[config.mk]
export PLATFORM = sky130hd
export DESIGN_NAME = ps2_mouse_cursor_tracker
export DESIGN_NICKNAME = d
export VERILOG_FILES = /design/src/mcur_pkg.sv /design/src/ps2_mouse_cursor_tracker.sv /design/src/mcur_front.sv /design/src/mcur_queue.sv /design/src/mcur_back.sv
export SDC_FILE = /design/constraint.sdc
export NUM_CORES = 1
export LEC_CHECK = 0
export ABC_AREA = 1
export BUFFER_PORTS_ARGS = -buffer_cell sky130_fd_sc_hd__buf_2
export CELL_PAD_IN_SITES_DETAIL_PLACEMENT = 1
export CELL_PAD_IN_SITES_GLOBAL_PLACEMENT = 2
export CORE_ASPECT_RATIO = 0.5
export CORE_MARGIN = 2
export CORE_UTILIZATION = 39
export DETAILED_ROUTE_END_ITERATION = 8
export PLACE_DENSITY_LB_ADDON = 0.1
export SYNTH_ARGS = -nofsm -noshare
export SYNTH_HDL_FRONTEND = slang
export SYNTH_SLANG_ARGS = --single-unit
[constraint.sdc]
create_clock -name i_clk -period 3.83 [get_ports i_clk]
set_input_delay 0.1915 -clock i_clk [delete_from_list [all_inputs] [get_ports i_clk]]
set_output_delay 0.1915 -clock i_clk [all_outputs]
set_load 0.005 [all_outputs]
[src/mcur_pkg.sv]
// ============================================================================
// mcur_pkg - shared types and constants for the mouse cursor tracker
// Packet record, state encodings and default screen geometry.
// ============================================================================
package mcur_pkg;

    // default geometry, handed down as top-level parameter defaults
    localparam int COLS_DEFAULT = 80;
    localparam int ROWS_DEFAULT = 25;
    localparam int TERM_DEFAULT = 3;

    localparam int PICK_COL_LIMIT = 32;
    localparam int SWITCH_ROW     = 1;
    localparam int MENU_ROW       = 2;

    localparam logic [3:0] SENS_RESET = 4'd2;

    // packet queue between front and back
    localparam int QUEUE_DEPTH = 2;

    // restoring divide, one quotient bit per cycle over a 9-bit magnitude
    localparam int MAG_W     = 9;
    localparam int DIV_STEPS = MAG_W;

    // status byte bit positions
    localparam int ST_LEFT   = 0;
    localparam int ST_SYNC   = 3;
    localparam int ST_X_SIGN = 4;
    localparam int ST_Y_SIGN = 5;
    localparam int ST_X_OVF  = 6;
    localparam int ST_Y_OVF  = 7;

    typedef enum logic [1:0] {
        PH_STATUS,
        PH_XMOVE,
        PH_YMOVE
    } t_phase;

    typedef enum logic [1:0] {
        BK_IDLE,
        BK_DIV,
        BK_WRITE
    } t_back_state;

    // checked packet, only the status bits the back end needs
    typedef struct packed {
        logic       left;
        logic       x_neg;
        logic       y_neg;
        logic [7:0] x_low;
        logic [7:0] y_low;
    } t_mpkt;

    // handshake between queue and its two users
    typedef struct packed {
        logic full;
        logic empty;
    } t_qstat;

endpackage

[src/ps2_mouse_cursor_tracker.sv]
// ============================================================================
// ps2_mouse_cursor_tracker - PS/2 three-byte packet decoder, text cursor
// Usage:
//   Input channel (i_in_valid / o_in_stall / i_data_byte) takes one raw
//   mouse byte per request, in packet order; every third byte ends a packet.
//   Bytes are taken one per cycle; only the third byte of a packet can stall,
//   and only while the two-entry packet queue is full.
//   Output channel (o_out_valid / i_out_stall) gives one result per good
//   packet. Bad packets (sync bit clear or an overflow bit set) give none.
//   Config channel (i_cfg_valid / o_cfg_ready / i_sensitivity) writes the
//   movement divisor; always ready, write it only while the block is idle.
// Operation:
//   The mover fetches a packet from the queue, runs 9 steps of the
//   bit-serial divider, then updates the cursor and loads the result
//   register; it takes no new packet until it is through with the last.
//   A stalled result holds its register; the mover then waits in its final
//   step while the queue keeps taking bytes.
// Reset:
//   Synchronous active-low; cursor home, terminal 0, sensitivity 2, queue
//   emptied. No clearing pass, the block is ready on the next cycle.
// ============================================================================
module ps2_mouse_cursor_tracker import mcur_pkg::*; #(
    parameter int SCREEN_COLS = COLS_DEFAULT,
    parameter int SCREEN_ROWS = ROWS_DEFAULT,
    parameter int TERM_COUNT  = TERM_DEFAULT
) (
    input  logic       i_clk,
    input  logic       i_rst_n,
    input  logic       i_cfg_valid,
    output logic       o_cfg_ready,
    input  logic [3:0] i_sensitivity,
    input  logic       i_in_valid,
    output logic       o_in_stall,
    input  logic [7:0] i_data_byte,
    output logic       o_out_valid,
    input  logic       i_out_stall,
    output logic [6:0] o_cursor_col,
    output logic [4:0] o_cursor_row,
    output logic       o_left_pressed,
    output logic [1:0] o_terminal_index,
    output logic       o_switch_hit,
    output logic       o_menu_hit,
    output logic       o_pick_hit
);

    logic [3:0] r_sens;
    logic       w_push;
    logic       w_pop;
    t_mpkt      w_front_pkt;
    t_mpkt      w_queue_pkt;
    t_qstat     w_qstat;

    assign o_cfg_ready = 1'b1;

    always_ff @(posedge i_clk) begin
        if (!i_rst_n) begin
            r_sens <= SENS_RESET;
        end else if (i_cfg_valid && o_cfg_ready) begin
            r_sens <= i_sensitivity;
        end
    end

    mcur_front u_front (
        .i_clk       (i_clk),
        .i_rst_n     (i_rst_n),
        .i_in_valid  (i_in_valid),
        .o_in_stall  (o_in_stall),
        .i_data_byte (i_data_byte),
        .i_qstat     (w_qstat),
        .o_push      (w_push),
        .o_pkt       (w_front_pkt)
    );

    mcur_queue #(
        .DEPTH (QUEUE_DEPTH)
    ) u_queue (
        .i_clk   (i_clk),
        .i_rst_n (i_rst_n),
        .i_push  (w_push),
        .i_pkt   (w_front_pkt),
        .i_pop   (w_pop),
        .o_pkt   (w_queue_pkt),
        .o_qstat (w_qstat)
    );

    mcur_back #(
        .SCREEN_COLS (SCREEN_COLS),
        .SCREEN_ROWS (SCREEN_ROWS),
        .TERM_COUNT  (TERM_COUNT)
    ) u_back (
        .i_clk            (i_clk),
        .i_rst_n          (i_rst_n),
        .i_sensitivity    (r_sens),
        .i_pkt            (w_queue_pkt),
        .i_qstat          (w_qstat),
        .o_pop            (w_pop),
        .o_out_valid      (o_out_valid),
        .i_out_stall      (i_out_stall),
        .o_cursor_col     (o_cursor_col),
        .o_cursor_row     (o_cursor_row),
        .o_left_pressed   (o_left_pressed),
        .o_terminal_index (o_terminal_index),
        .o_switch_hit     (o_switch_hit),
        .o_menu_hit       (o_menu_hit),
        .o_pick_hit       (o_pick_hit)
    );

endmodule

[src/mcur_front.sv]
// ============================================================================
// mcur_front - byte gatherer
// Collects three mouse bytes per packet, checks the status byte and pushes
// good packets into the queue. Bad packets are dropped silently.
// ============================================================================
module mcur_front import mcur_pkg::*; (
    input  logic       i_clk,
    input  logic       i_rst_n,
    input  logic       i_in_valid,
    output logic       o_in_stall,
    input  logic [7:0] i_data_byte,
    input  t_qstat     i_qstat,
    output logic       o_push,
    output t_mpkt      o_pkt
);

    t_phase     r_phase, n_phase;
    logic [7:0] r_status;
    logic [7:0] r_xbyte;
    logic       w_accept;
    logic       w_good;

    // hold the last byte back only while there is no room for the packet
    assign o_in_stall = (r_phase == PH_YMOVE) && i_qstat.full;
    assign w_accept   = i_in_valid && !o_in_stall;

    assign w_good = r_status[ST_SYNC] && !r_status[ST_X_OVF] && !r_status[ST_Y_OVF];

    always_ff @(posedge i_clk) begin
        if (!i_rst_n) begin
            r_phase <= PH_STATUS;
        end else begin
            r_phase <= n_phase;
        end
    end

    always_ff @(posedge i_clk) begin
        if (w_accept && r_phase == PH_STATUS) begin
            r_status <= i_data_byte;
        end
        if (w_accept && r_phase == PH_XMOVE) begin
            r_xbyte <= i_data_byte;
        end
    end

    always_comb begin
        n_phase = r_phase;
        o_push  = 1'b0;
        case (r_phase)
            PH_STATUS: begin
                if (w_accept) n_phase = PH_XMOVE;
            end
            PH_XMOVE: begin
                if (w_accept) n_phase = PH_YMOVE;
            end
            PH_YMOVE: begin
                if (w_accept) begin
                    n_phase = PH_STATUS;
                    o_push  = w_good;
                end
            end
            default: n_phase = PH_STATUS;
        endcase
    end

    assign o_pkt.left  = r_status[ST_LEFT];
    assign o_pkt.x_neg = r_status[ST_X_SIGN];
    assign o_pkt.y_neg = r_status[ST_Y_SIGN];
    assign o_pkt.x_low = r_xbyte;
    assign o_pkt.y_low = i_data_byte;

endmodule

[src/mcur_queue.sv]
// ============================================================================
// mcur_queue - short packet queue
// Small circular buffer decoupling the byte gatherer from the mover.
// ============================================================================
module mcur_queue import mcur_pkg::*; #(
    parameter int DEPTH = QUEUE_DEPTH
) (
    input  logic   i_clk,
    input  logic   i_rst_n,
    input  logic   i_push,
    input  t_mpkt  i_pkt,
    input  logic   i_pop,
    output t_mpkt  o_pkt,
    output t_qstat o_qstat
);

    localparam int AW = (DEPTH > 1) ? $clog2(DEPTH) : 1;
    localparam int CW = $clog2(DEPTH + 1);
    localparam logic [AW-1:0] LAST_PTR = AW'(DEPTH - 1);
    localparam logic [CW-1:0] FULL_CNT = CW'(DEPTH);

    t_mpkt         r_mem [DEPTH];
    logic [AW-1:0] r_wr, n_wr;
    logic [AW-1:0] r_rd, n_rd;
    logic [CW-1:0] r_count, n_count;
    logic          w_push;
    logic          w_pop;

    assign o_qstat.full  = (r_count == FULL_CNT);
    assign o_qstat.empty = (r_count == '0);
    assign w_push = i_push && !o_qstat.full;
    assign w_pop  = i_pop && !o_qstat.empty;
    assign o_pkt  = r_mem[r_rd];

    always_comb begin
        n_wr    = r_wr;
        n_rd    = r_rd;
        n_count = r_count;
        if (w_push) n_wr = (r_wr == LAST_PTR) ? '0 : r_wr + 1'b1;
        if (w_pop)  n_rd = (r_rd == LAST_PTR) ? '0 : r_rd + 1'b1;
        if (w_push && !w_pop) n_count = r_count + 1'b1;
        if (w_pop && !w_push) n_count = r_count - 1'b1;
    end

    always_ff @(posedge i_clk) begin
        if (!i_rst_n) begin
            r_wr    <= '0;
            r_rd    <= '0;
            r_count <= '0;
        end else begin
            r_wr    <= n_wr;
            r_rd    <= n_rd;
            r_count <= n_count;
        end
    end

    always_ff @(posedge i_clk) begin
        if (w_push) begin
            r_mem[r_wr] <= i_pkt;
        end
    end

endmodule

[src/mcur_back.sv]
// ============================================================================
// mcur_back - cursor mover
// Divides both movements by the sensitivity bit-serially, moves and clamps
// the cursor, works out hotspot hits and holds the result for the receiver.
// ============================================================================
module mcur_back import mcur_pkg::*; #(
    parameter int SCREEN_COLS = COLS_DEFAULT,
    parameter int SCREEN_ROWS = ROWS_DEFAULT,
    parameter int TERM_COUNT  = TERM_DEFAULT
) (
    input  logic       i_clk,
    input  logic       i_rst_n,
    input  logic [3:0] i_sensitivity,
    input  t_mpkt      i_pkt,
    input  t_qstat     i_qstat,
    output logic       o_pop,
    output logic       o_out_valid,
    input  logic       i_out_stall,
    output logic [6:0] o_cursor_col,
    output logic [4:0] o_cursor_row,
    output logic       o_left_pressed,
    output logic [1:0] o_terminal_index,
    output logic       o_switch_hit,
    output logic       o_menu_hit,
    output logic       o_pick_hit
);

    localparam logic signed [10:0] COL_LAST_S = 11'(SCREEN_COLS - 1);
    localparam logic signed [10:0] ROW_LAST_S = 11'(SCREEN_ROWS - 1);
    localparam logic [6:0]  COL_LAST  = 7'(SCREEN_COLS - 1);
    localparam logic [6:0]  PICK_COL  = 7'(PICK_COL_LIMIT);
    localparam logic [4:0]  SW_ROW    = 5'(SWITCH_ROW);
    localparam logic [4:0]  MN_ROW    = 5'(MENU_ROW);
    localparam logic [1:0]  TERM_LAST = 2'(TERM_COUNT - 1);
    localparam logic [3:0]  STEP_LAST = 4'(DIV_STEPS - 1);

    t_back_state      r_state, n_state;
    logic [3:0]       r_step;
    logic [3:0]       r_div;
    logic             r_left, r_x_neg, r_y_neg;
    logic [MAG_W-1:0] r_qx, r_qy;
    logic [3:0]       r_rem_x, r_rem_y;

    logic [6:0]       r_col;
    logic [4:0]       r_row;
    logic [1:0]       r_term;
    logic             r_out_valid;

    logic [4:0]        w_sh_x, w_sh_y;
    logic              w_ge_x, w_ge_y;
    logic [MAG_W-1:0]  w_mag_x, w_mag_y;
    logic signed [10:0] w_dx, w_dy, w_col_raw, w_row_raw;
    logic [6:0]        w_col;
    logic [4:0]        w_row;
    logic              w_sw, w_menu, w_pick;
    logic              w_load;

    // 9-bit magnitudes; a negative byte stands for byte - 256
    assign w_mag_x = i_pkt.x_neg ? MAG_W'(10'd256 - {2'b00, i_pkt.x_low})
                                 : {1'b0, i_pkt.x_low};
    assign w_mag_y = i_pkt.y_neg ? MAG_W'(10'd256 - {2'b00, i_pkt.y_low})
                                 : {1'b0, i_pkt.y_low};

    // one restoring step on each lane
    assign w_sh_x = {r_rem_x, r_qx[MAG_W-1]};
    assign w_sh_y = {r_rem_y, r_qy[MAG_W-1]};
    assign w_ge_x = (w_sh_x >= {1'b0, r_div});
    assign w_ge_y = (w_sh_y >= {1'b0, r_div});

    // quotient of magnitudes, sign put back: truncates toward zero
    assign w_dx = r_x_neg ? -$signed({2'b00, r_qx}) : $signed({2'b00, r_qx});
    assign w_dy = r_y_neg ? -$signed({2'b00, r_qy}) : $signed({2'b00, r_qy});
    assign w_col_raw = $signed({4'b0000, r_col}) + w_dx;
    assign w_row_raw = $signed({6'b000000, r_row}) - w_dy;

    always_comb begin
        if (w_col_raw < 0)               w_col = '0;
        else if (w_col_raw > COL_LAST_S) w_col = COL_LAST;
        else                             w_col = w_col_raw[6:0];
        if (w_row_raw < 0)               w_row = '0;
        else if (w_row_raw > ROW_LAST_S) w_row = ROW_LAST_S[4:0];
        else                             w_row = w_row_raw[4:0];
    end

    assign w_sw   = r_left && (w_col == COL_LAST) && (w_row == SW_ROW);
    assign w_menu = r_left && (w_col == COL_LAST) && (w_row == MN_ROW);
    assign w_pick = r_left && (w_col < PICK_COL);

    always_comb begin
        n_state = r_state;
        o_pop   = 1'b0;
        w_load  = 1'b0;
        case (r_state)
            BK_IDLE: begin
                if (!i_qstat.empty) begin
                    o_pop   = 1'b1;
                    n_state = BK_DIV;
                end
            end
            BK_DIV: begin
                if (r_step == STEP_LAST) n_state = BK_WRITE;
            end
            BK_WRITE: begin
                // wait for the output register to free up
                if (!r_out_valid || !i_out_stall) begin
                    w_load  = 1'b1;
                    n_state = BK_IDLE;
                end
            end
            default: n_state = BK_IDLE;
        endcase
    end

    always_ff @(posedge i_clk) begin
        if (!i_rst_n) begin
            r_state     <= BK_IDLE;
            r_col       <= '0;
            r_row       <= '0;
            r_term      <= '0;
            r_out_valid <= 1'b0;
        end else begin
            r_state <= n_state;
            if (w_load) begin
                r_col       <= w_col;
                r_row       <= w_row;
                r_out_valid <= 1'b1;
                if (w_sw) r_term <= (r_term >= TERM_LAST) ? '0 : r_term + 1'b1;
            end else if (!i_out_stall) begin
                r_out_valid <= 1'b0;
            end
        end
    end

    always_ff @(posedge i_clk) begin
        if (o_pop) begin
            r_step  <= '0;
            r_div   <= (i_sensitivity == '0) ? 4'd1 : i_sensitivity;
            r_left  <= i_pkt.left;
            r_x_neg <= i_pkt.x_neg;
            r_y_neg <= i_pkt.y_neg;
            r_qx    <= w_mag_x;
            r_qy    <= w_mag_y;
            r_rem_x <= '0;
            r_rem_y <= '0;
        end else if (r_state == BK_DIV) begin
            r_step  <= r_step + 1'b1;
            r_qx    <= {r_qx[MAG_W-2:0], w_ge_x};
            r_qy    <= {r_qy[MAG_W-2:0], w_ge_y};
            r_rem_x <= w_ge_x ? 4'(w_sh_x - {1'b0, r_div}) : w_sh_x[3:0];
            r_rem_y <= w_ge_y ? 4'(w_sh_y - {1'b0, r_div}) : w_sh_y[3:0];
        end
    end

    always_ff @(posedge i_clk) begin
        if (w_load) begin
            o_cursor_col     <= w_col;
            o_cursor_row     <= w_row;
            o_left_pressed   <= r_left;
            o_terminal_index <= (w_sw) ? ((r_term >= TERM_LAST) ? '0 : r_term + 1'b1)
                                       : r_term;
            o_switch_hit     <= w_sw;
            o_menu_hit       <= w_menu;
            o_pick_hit       <= w_pick;
        end
    end

    assign o_out_valid = r_out_valid;

endmodule

# Word-level counts from Yosys, hierarchy flattened
# Memory sizes are Yosys's and may differ from the RTL's. A register that Yosys moved wholly into a read port is not among the register bits.
# Index checks and enable logic that the tools add are counted.
# W data, S select, Z words.
# classes
muxes	40
eq_ne	16
n_reduce_logical	32
add_sub_neg	14
n_lt_le_gt_ge	8
# ops
operator	n
$mux W9	6
$lt A11 B1 Y1 const B	2
$mux W11	2
$neg A9 Y11	2
$mux W2	10
$sub A9 B8 Y9 const A	2
$logic_and A1 B1 Y1	14
$mux W1	14
$mux W7	2
$ne A2 B1 Y1 const B	6
$pmux W2 S3	2
$add A8 B11 Y11	1
$gt A11 B6 Y1 const B	1
$gt A11 B8 Y1 const B	1
$sub A6 B11 Y11	1
$ge A5 B4 Y1	2
$mux W5	2
$logic_not A1 Y1	9
$mux W4	2
$sub A4 B4 Y4	2
$eq A7 B7 Y1 const B	1
$lt A7 B6 Y1 const B	1
$eq A2 B2 Y1 const B	3
$logic_not A2 Y1	3
other kinds (14)	19
# totals
memories	1
regBits	98
elab_cells	139
inputBits	17
ram_bits	38
# mem_list
memory	depth	word_bits	read_ports	rd_clocked_by_memory_dff	wr	line	rtl
u_queue.r_mem	2	19	1	1	1	mcur_queue.sv:22	t_mpkt r_mem [DEPTH];

# Longest topological paths before layout
# Gate-level depths: netlist of run 1.
# depth
depth_word	10
mapped_depth	27
mapped_depth_nobuf	27

# Hierarchy
# A second synthesis of run 1 with hierarchy kept.
# unflattened
cells_unflattened	813
hier_area_um2	7335.8
# modules_own_cells
mod	n_inst	cells_per_inst	area_per_inst_um2	seq_area_each_um2
mcur_back	1	640	4852.2	1871.8
mcur_queue	1	99	1672.9	1241.2
mcur_front	1	48	635.6	460.4
ps2_mouse_cursor_tracker	1	26	175.2	80.1

# Least setup slack after synthesis of run 1
# OpenSTA, ideal clock, no wires.
# synth_path
kind	register to register
start	reg u_back.r_qx[0]
end	reg u_back.o_terminal_index[0] (data pin)
stages_incl_launch_ff	26
setup_ns	0.253
t_arrival_ns	2.575
period_less_slack_ns	2.828
setup_slack_ns	1.002
required_ns	3.577
path_cell_list	edfxtp_1 > inv_2 > ha_1 > nand3_1 > nand2_1 > nand2_1 > xor2_1 > ha_1 > nand2_1 > inv_1 > nand2_1 > nand2_1 > a21oi_2 > inv_2 > nand2_1 > nand2_2 > nand2_2 > inv_2 > nand4_4 > nor2_4 > nor2_2 > nand2_2 > nor2_2 > nand3_2 > nand2_1 > nand2_1
# synth_via
elab_chain_cells	10
word_cells_on_any_way	11
# synth_lines
item	line	rtl
from (decl)	mcur_back.sv:41	logic [MAG_W-1:0] r_qx, r_qy;
from (signal assigned)	mcur_back.sv:141	r_qx <= w_mag_x;
from (signal assigned)	mcur_back.sv:147	r_qx <= {r_qx[MAG_W-2:0], w_ge_x};
$neg A9 Y11	mcur_back.sv:71	assign w_dx = r_x_neg ? -$signed({2'b00, r_qx}) : $signed({2'b00, r_qx});
$mux W11 (*)	mcur_back.sv:71	
$add A8 B11 Y11 (*)	mcur_back.sv:73	assign w_col_raw = $signed({4'b0000, r_col}) + w_dx;
$gt A11 B8 Y1	mcur_back.sv:78	else if (w_col_raw > COL_LAST_S) w_col = COL_LAST;
$mux W7	mcur_back.sv:78	
$mux W7 (*)	mcur_back.sv:77	if (w_col_raw < 0) w_col = '0;
via u_back.w_col[5]	mcur_back.sv:53	logic [6:0] w_col;
$eq A7 B7 Y1 (*)	mcur_back.sv:85	assign w_sw = r_left && (w_col == COL_LAST) && (w_row == SW_ROW);
$logic_and A1 B1 Y1 (*) (2 in series)	mcur_back.sv:85	
$mux W2 (*)	mcur_back.sv:159	o_terminal_index <= (w_sw) ? ((r_term >= TERM_LAST) ? '0 : r_term + 1'b1)
to (signal assigned)	mcur_back.sv:159	
to (decl)	mcur_back.sv:22	output logic [1:0] o_terminal_index,
# The timed path passes the listed nets; every way through them passes the cells marked *.
# A chain may end at the register's enable or synchronous reset.

# Worst setup path in the final report of run 1
# layout_path
start	reg u_back.r_qx[0]
end	reg u_back.r_term[0]
# layout_via
elab_chain_cells	10
word_cells_on_any_way	11
# layout_lines
item	line	rtl
$neg A9 Y11	mcur_back.sv:71	
$mux W11 (*)	mcur_back.sv:71	
$add A8 B11 Y11 (*)	mcur_back.sv:73	
$gt A11 B8 Y1	mcur_back.sv:78	
$mux W7	mcur_back.sv:78	
$mux W7 (*)	mcur_back.sv:77	
via u_back.w_col[5]	mcur_back.sv:53	
$eq A7 B7 Y1 (*)	mcur_back.sv:85	
$logic_and A1 B1 Y1 (*) (2 in series)	mcur_back.sv:85	
$mux W2 (*)	n/a	
to (signal assigned)	mcur_back.sv:127	if (w_sw) r_term <= (r_term >= TERM_LAST) ? '0 : r_term + 1'b1;
to (decl)	mcur_back.sv:46	logic [1:0] r_term;
# Marks and branches as above.

==> results of run 1 <==
[cells in the mapped netlist, drive strengths merged, types with 6 or more instances]
| cell | number |
|---|---|
| inv | 100 |
| ha | 28 |
| nor3 | 6 |
| edfxtp | 95 |
| xor2 | 20 |
| a21oi | 43 |
| mux2i | 13 |
| clkbuf | 13 |
| nand4 | 18 |
| o21ai | 54 |
| nand2 | 163 |
| dfxtp | 40 |
| nor2 | 77 |
| nand3 | 62 |
[layout make-up]
cell class,instances,area [µm²]
well taps,234,293
flip-flops and latches,135,3650
clock buffers,18,429
clock inverters,14,113
inverters,102,383
multi-input cells,517,3030
fillers,2034,9440
repair buffers,51,313
[worst register-to-register path: cells and delay by family, from the launching register on]
family | cells | cell delay [ns]
adder cells (fa/ha/maj) | 2 | 0.79
AND/OR/NAND/NOR | 16 | 1.42
buffers and inverters | 4 | 0.30
flip-flops | 1 | 0.48
AO/OA/AOI/OAI | 1 | 0.23
[state kept, by name, indices dropped and copies added, names as in the netlist, 4 cells and up, named ones only]
name	cells
r_sens	4
u_back.o_cursor_col	7
u_back.o_cursor_row	5
u_back.r_col	7
u_back.r_div	4
u_back.r_qx	9
u_back.r_qy	9
u_back.r_rem_x	4
u_back.r_rem_y	4
u_back.r_row	5
u_back.r_step	4
u_front.r_status	6
u_front.r_xbyte	8
u_queue.r_mem	38
[how the worst min path moves through the flow]
| stage | slack, ns | start | end | depth (start not counted) |
|---|---|---|---|---|
| after floorplan | 0.29 | i_data_byte[0] | u_front.r_status[0] | 0 |
| after global placement | 0.40 | i_data_byte[1] | u_queue.r_mem[0][1] | 1 |
| after detailed placement | 0.40 | i_data_byte[1] | u_queue.r_mem[1][1] | 1 |
| after CTS | 0.005 | i_data_byte[7] | u_front.r_status[7] | 1 |
| after global routing | 0.003 | i_data_byte[4] | u_front.r_status[4] | 1 |
| final | 0.01 | i_data_byte[4] | u_front.r_status[4] | 1 |
[kinds of logic (layout without fill, tap and decap cells)]
family / Yosys count / after routing / share of synthesized area [%]
other cells: 1 / 1 / 0.0525
xor+xnor: 25 / 25 / 3.06
compound gates: 111 / 111 / 8.58
mux: 13 / 13 / 1.82
flops: 135 / 135 / 51.1
simple gates: 335 / 335 / 22.7
fa+ha+maj: 32 / 32 / 6.02
buf+inv: 120 / 185 / 6.65
[power by group]
part / total [mW] / internal [mW] / leakage (nW) / switching [mW]
registers: 1.96 / 1.80 / 1.19 / 0.163
clock network: 1.53 / 0.845 / 0.262 / 0.688
logic: 1.79 / 0.592 / 2.05 / 1.20
total: 5.29 / 3.24 / 3.50 / 2.05
[stage by stage]
step	total power, mW	util [%]	hold WS, ns	cells	area, µm²
5_1_grt	5.68	46.5	0.00257	1071	8220
2_1_floorplan	3.30	-	0.290	772	7150
4_1_cts	5.34	46.5	0.00450	1071	8220
3_5_place_dp	3.79	43.0	0.402	1031	7590
6_report	5.29	46.5	0.0130	1071	8220
3_3_place_gp	3.73	43.0	0.397	1031	7590
[routing by layer]
layer / wire length [µm] / vias to the layer above
li1: - / 2703
met1: 9040 / 2537
met2: 7560 / 61
met3: 463 / 12
met4: 131 / 0
met5: 0 / -
[timing repair]
action | 4_1_cts | 5_1_grt
setup buffers | 0 | 0
hold buffers | 8 | 0
endpoints found under the hold margin | 18 | 0
==> impl_metrics.toml, run 1 <==
[status]
outcome = "complete, no violations"

[global_route]
use_met2_pct = 30.6
grt_usage_pct = 18.9
grt_overflow = 0
grt_pass1_vias = 5653
use_met3_pct = 3.93
grt_max_degree = 40
antenna_found_initial = 0
use_met1_pct = 26.1
busiest_layer = "met2"
grt_first_pass_wirelength_um = 28600

[synth]
syn_area_um2 = 7150
synth_area_per_cell_um2 = 9.26
yosysSeqAreaShare_pct = 51.1
synth_cell_type_count = 46
yosys.area.top_type = "edfxtp_1"
synth_edf_count = 95
synth_top_area_share_pct = 39.9
synthCells = 772
synth_flop_cell = "edfxtp_1"
synth_nets = 821
synth_area_leaders = "edfxtp_1, dfxtp_1, nand2_1, ha_1, inv_1"
yosysWarnings = 0
async_flop_share_pct = 0
synth_seq_cells = 135

[placement]
place.gp.congestion = 0.758
hpwlAfterDp_um = 12900
pre_cts_slack_ns = 0.493
io_buffers = 36

[finish]
mostFrequentLayoutCell = "nand2_1"
nNetsFinal = 873
area_delta_synth_final_pct = 15.0
layout_common_cells = "nand2_1, edfxtp_1, inv_1, nor2_1, nand3_1"
drive_gt1_share_pct = 17.1
n_antenna_cell = 0

[worst_setup_path]
crit_end = "u_back.r_term[0]"
worstSetupPathType = "flip-flop to flip-flop"
crit_slowest_cell = "fa_1"
cp-start-kind = "flip-flop"
cpPeakStageDelay_ns = 0.56
worst-path-stages = 23
cp.buffers_inverters = 4
path_cells = "inv_2 -> ha_1 -> nand2_1 -> o21ai_0 -> fa_1 -> nand2_1 -> nand3_1 -> nand2_2 -> nand2_2 -> inv_2 -> nand2_4 -> nand2_2 -> inv_2 -> nand4_4 -> nor2_4 -> nor2_2 -> nand2_2 -> nor2_2 -> nand3_2 -> nand2_1 -> nand3_1 -> nand2_1 -> inv_1"
r2r-start = "u_back.r_qx[0]"
required_ns = 4.14
crit_fanout = 4
r2r_slack_ns = 0.52
cp-end-kind = "flip-flop"
arrival_ns = 3.63
reg2reg_depth = 23
timing.rr.end = "u_back.r_term[0]"
crit_path_start = "u_back.r_qx[0]"
crit_family = "simple AND/OR/NAND/NOR gates"

[die]
pin_count = 38
num_rows = 34
design.core.area_um2 = 17700
initial_core_util_pct = 40.5
die_h_um = 99.7
die_w_um = 195
dieArea_um2 = 19500

[hold_path]
min_path_type = "input pin to flip-flop"

[drt]
drc = 0
firstDrtPassIters = 4
wirelength_um = 17200
antenna_left = 0
wire_per_inst_um = 16.1
vias = 5313
viasPerCell = 4.96
drtIter0Drc = 194

[power]
leakagePower_nw = 3.50
ir_drop_uv = 354
cellPowerDensity_nw_per_um2 = 644

[clock_tree]
cts_made_buffers = 17
clock_latency_ns = 0.42
path_clk_slew_ns = 0.06
cts_root_buf = "clkbuf_16"
htree_levels = 4
cts.sinks = 135
cts_tree = "built"
clk_path_buf_depth = 2
cts_resized = 0

[sta]
setup_tns_ns = 0
period_minus_slack_ns = 3.31
setup_slack_ns = 0.517
max-slew-margin-rel_pct = 44.0
hold_violations = 0
post-route-period-util_pct = 86.5
worstMarginPinSlew_ns = 0.838
fmax_mhz = 302
drv_slew = 0
rsz0062_at_grt = "false"
finalSetupViolations = 0
finClkSkew_ns = 0.0121

[flow_run]
timing.max_cap.violations = 0
Power figures use the tool's default switching activity.
==> run 2, diff against run 1 <==
--- a/config.mk
+++ b/config.mk
@@ -16,4 +16,5 @@
 export PLACE_DENSITY_LB_ADDON = 0.1
 export SYNTH_ARGS = -nofsm -noshare
 export SYNTH_HDL_FRONTEND = slang
+export SYNTH_HIERARCHICAL = 1
 export SYNTH_SLANG_ARGS = --single-unit
==> impl_metrics.toml, run 2 <==
[status]
outcome = "complete, no violations"

[global_route]
use_met1_pct = 25.6
use_met3_pct = 3.71
grt_max_degree = 47
grt_pass1_vias = 5661
grt_usage_pct = 18.9
antenna_found_initial = 0
use_met2_pct = 31.1
grt_first_pass_wirelength_um = 28900
busiest_layer = "met2"
grt_overflow = 0

[synth]
synth_flop_cell = "edfxtp_1"
synth.top_cells.by_count = "nand2_1, inv_1, edfxtp_1"
synth_area_leaders = "edfxtp_1, dfxtp_1, nand2_1, inv_1, ha_1"
synth_seq_cells = 135
async_flop_share_pct = 0
synth_cell_type_count = 49
synth_area_per_cell_um2 = 9.02
synth_edf_count = 95
synthCells = 813
synth_nets = 862
yosysSeqAreaShare_pct = 49.8
yosysWarnings = 6
yosysMostFrequentCell = "nand2_1"
synth_top_area_share_pct = 38.9
yosys.area.top_type = "edfxtp_1"
syn_area_um2 = 7340

[drt]
drtIter0Drc = 264
vias = 5394
wire_per_inst_um = 15.8
wirelength_um = 17500
viasPerCell = 4.88
drc = 0
firstDrtPassIters = 4
antenna_left = 0

[die]
num_rows = 35
initial_core_util_pct = 39.9
die_w_um = 198
dieArea_um2 = 20000
pin_count = 38
design.core.area_um2 = 18400
die_h_um = 101

[sta]
finClkSkew_ns = 0.0109
max-slew-margin-rel_pct = 21.4
period_minus_slack_ns = 3.41
worstMarginPinSlew_ns = 1.18
finalSetupViolations = 0
drv_slew = 0
post-route-period-util_pct = 89.1
fmax_mhz = 293
rsz0062_at_grt = "false"
hold_violations = 0
setup_slack_ns = 0.418
setup_tns_ns = 0

[worst_setup_path]
arrival_ns = 3.73
required_ns = 4.15
cp-end-kind = "flip-flop"
cp-start-kind = "flip-flop"
crit_fanout = 4
worstSetupPathType = "flip-flop to flip-flop"

[finish]
reg_top3 = "u_queue/r_mem (38), u_back/r_qx (9), u_back/r_qy (9)"
n_antenna_cell = 0
largest_register_ffs = 38
regArea_um2 = 3650
multi_input_area_um2 = 3040
area_delta_synth_final_pct = 13.7
layout_common_cells = "nand2_1, inv_1, edfxtp_1, nor2_1, nand3_1"
nNetsFinal = 901
fillers = 2155
mostFrequentLayoutCell = "nand2_1"
drive_gt1_share_pct = 17.1
regMostFlops = "u_queue/r_mem"

[placement]
place.gp.congestion = 0.757
io_buffers = 36
hpwlAfterDp_um = 13200
pre_cts_slack_ns = 0.476

[clock_tree]
cts.sinks = 135
cts_root_buf = "clkbuf_16"
clock_latency_ns = 0.42
cts_made_buffers = 17
htree_levels = 4
path_clk_slew_ns = 0.06
cts_tree = "built"
clk_path_buf_depth = 2

[flow_run]
timing.max_cap.violations = 0

[power]
cellPowerDensity_nw_per_um2 = 434
ir_drop_uv = 366
leakagePower_nw = 3.68

[hold_path]
min_path_type = "input pin to flip-flop"
run 2: changes by cell type in the layout (fill, tap and decap cells not counted), moves of 4 or more:
cell | before | now
nand2_1 | 141 | 158
nand3_1 | 55 | 51
mux2_4 | 0 | 10
inv_2 | 16 | 12
mux2i_1 | 13 | 0
o21ai_0 | 50 | 44
nand2_4 | 6 | 0
mux2_2 | 0 | 9
nand4_1 | 12 | 7
inv_1 | 84 | 108
nor2_2 | 6 | 10
xor2_1 | 20 | 16
nor2_1 | 69 | 74
run 2: critical path, cell delays in order, from the launching register on:
cell and delay (ns):
edfxtp_1 0.45, inv_1 0.15, ha_1 0.21, nand3_1 0.09, nand2_1 0.14, o21ai_0 0.13, xor2_1 0.16, ha_1 0.35
nand2_1 0.11, inv_1 0.04, a21oi_1 0.13, nand2_1 0.11, inv_1 0.07, nand2_1 0.05, nand2_1 0.09, inv_1 0.06
nand2_2 0.08, inv_1 0.07, nand3_1 0.14, nand3_1 0.11, nor2_2 0.15, nand3_2 0.09, nand2_1 0.09, nand3_1 0.08
nand2_1 0.12, inv_1 0.05
run 2: what timing repair did:
action / in CTS / in global routing
hold buffers: 7 / 0
endpoints found under the setup margin: 0 / 1
buffers inserted: 0 / 1
endpoints found under the hold margin: 18 / 0
resized for setup: 0 / 0
run 2: cells by family after synthesis:
| logic type | synth area share, % |
|---|---|
| AND/OR/NAND/NOR | 21.4 |
| buffers and inverters | 8.89 |
| flip-flops | 49.8 |
| AO/OA/AOI/OAI | 7.79 |
| adder cells (fa/ha/maj) | 5.87 |
| XOR/XNOR | 2.75 |
| multiplexers | 3.43 |
| other | 0.0511 |
run 2: through the flow:
step | instances | power, mW | utilization [%] | cell area [µm²] | hold WS, ns
finish | 1105 | 3.62 | 45.4 | 8340 | 0.0161
global route | 1105 | 3.77 | 45.4 | 8340 | 0.0215
CTS | 1104 | 3.67 | 45.3 | 8340 | 0.0152
detailed placement | 1065 | 1.96 | 41.7 | 7670 | 0.418
global placement | 1065 | 1.94 | 41.7 | 7670 | 0.415
floorplan | 813 | 1.87 | - | 7340 | 0.276
run 2: final timing paths:
path / endpoint / startpoint / slack [ns] / cells past startpoint
setup / recovery: u_back/r_term[1] / u_back/r_qx[0] / 0.42 / 25
setup reg to reg: u_back/r_term[1] / u_back/r_qx[0] / 0.42 / 25
hold reg to reg: u_queue/r_mem[1][17] / u_front/r_status[4] / 0.45 / 0
hold / removal: u_queue/r_mem[1][3] / i_data_byte[3] / 0.02 / 1
run 2: area by class of cell:
cell class / count / share of cell area, %
timing repair buffer: 49 / 3.54
tap: 240 / 3.60
sequential: 135 / 43.8
clock buffer: 19 / 5.31
multi-input combinational: 528 / 36.5
clock inverter: 13 / 1.87
inverter: 121 / 5.44
run 2: report_power, final:
part	switching (mW)	internal (mW)
logic	0.177	0.0980
clock network	0.690	0.996
registers	0.0428	1.62
total	0.910	2.71
run 2: routing by layer:
metal  vias up  part of all wire [%]
met5         -                     0
met1      2564                    53
met3        12                   2.3
met2        66                    44
li1       2752                     -
met4         0                  0.84
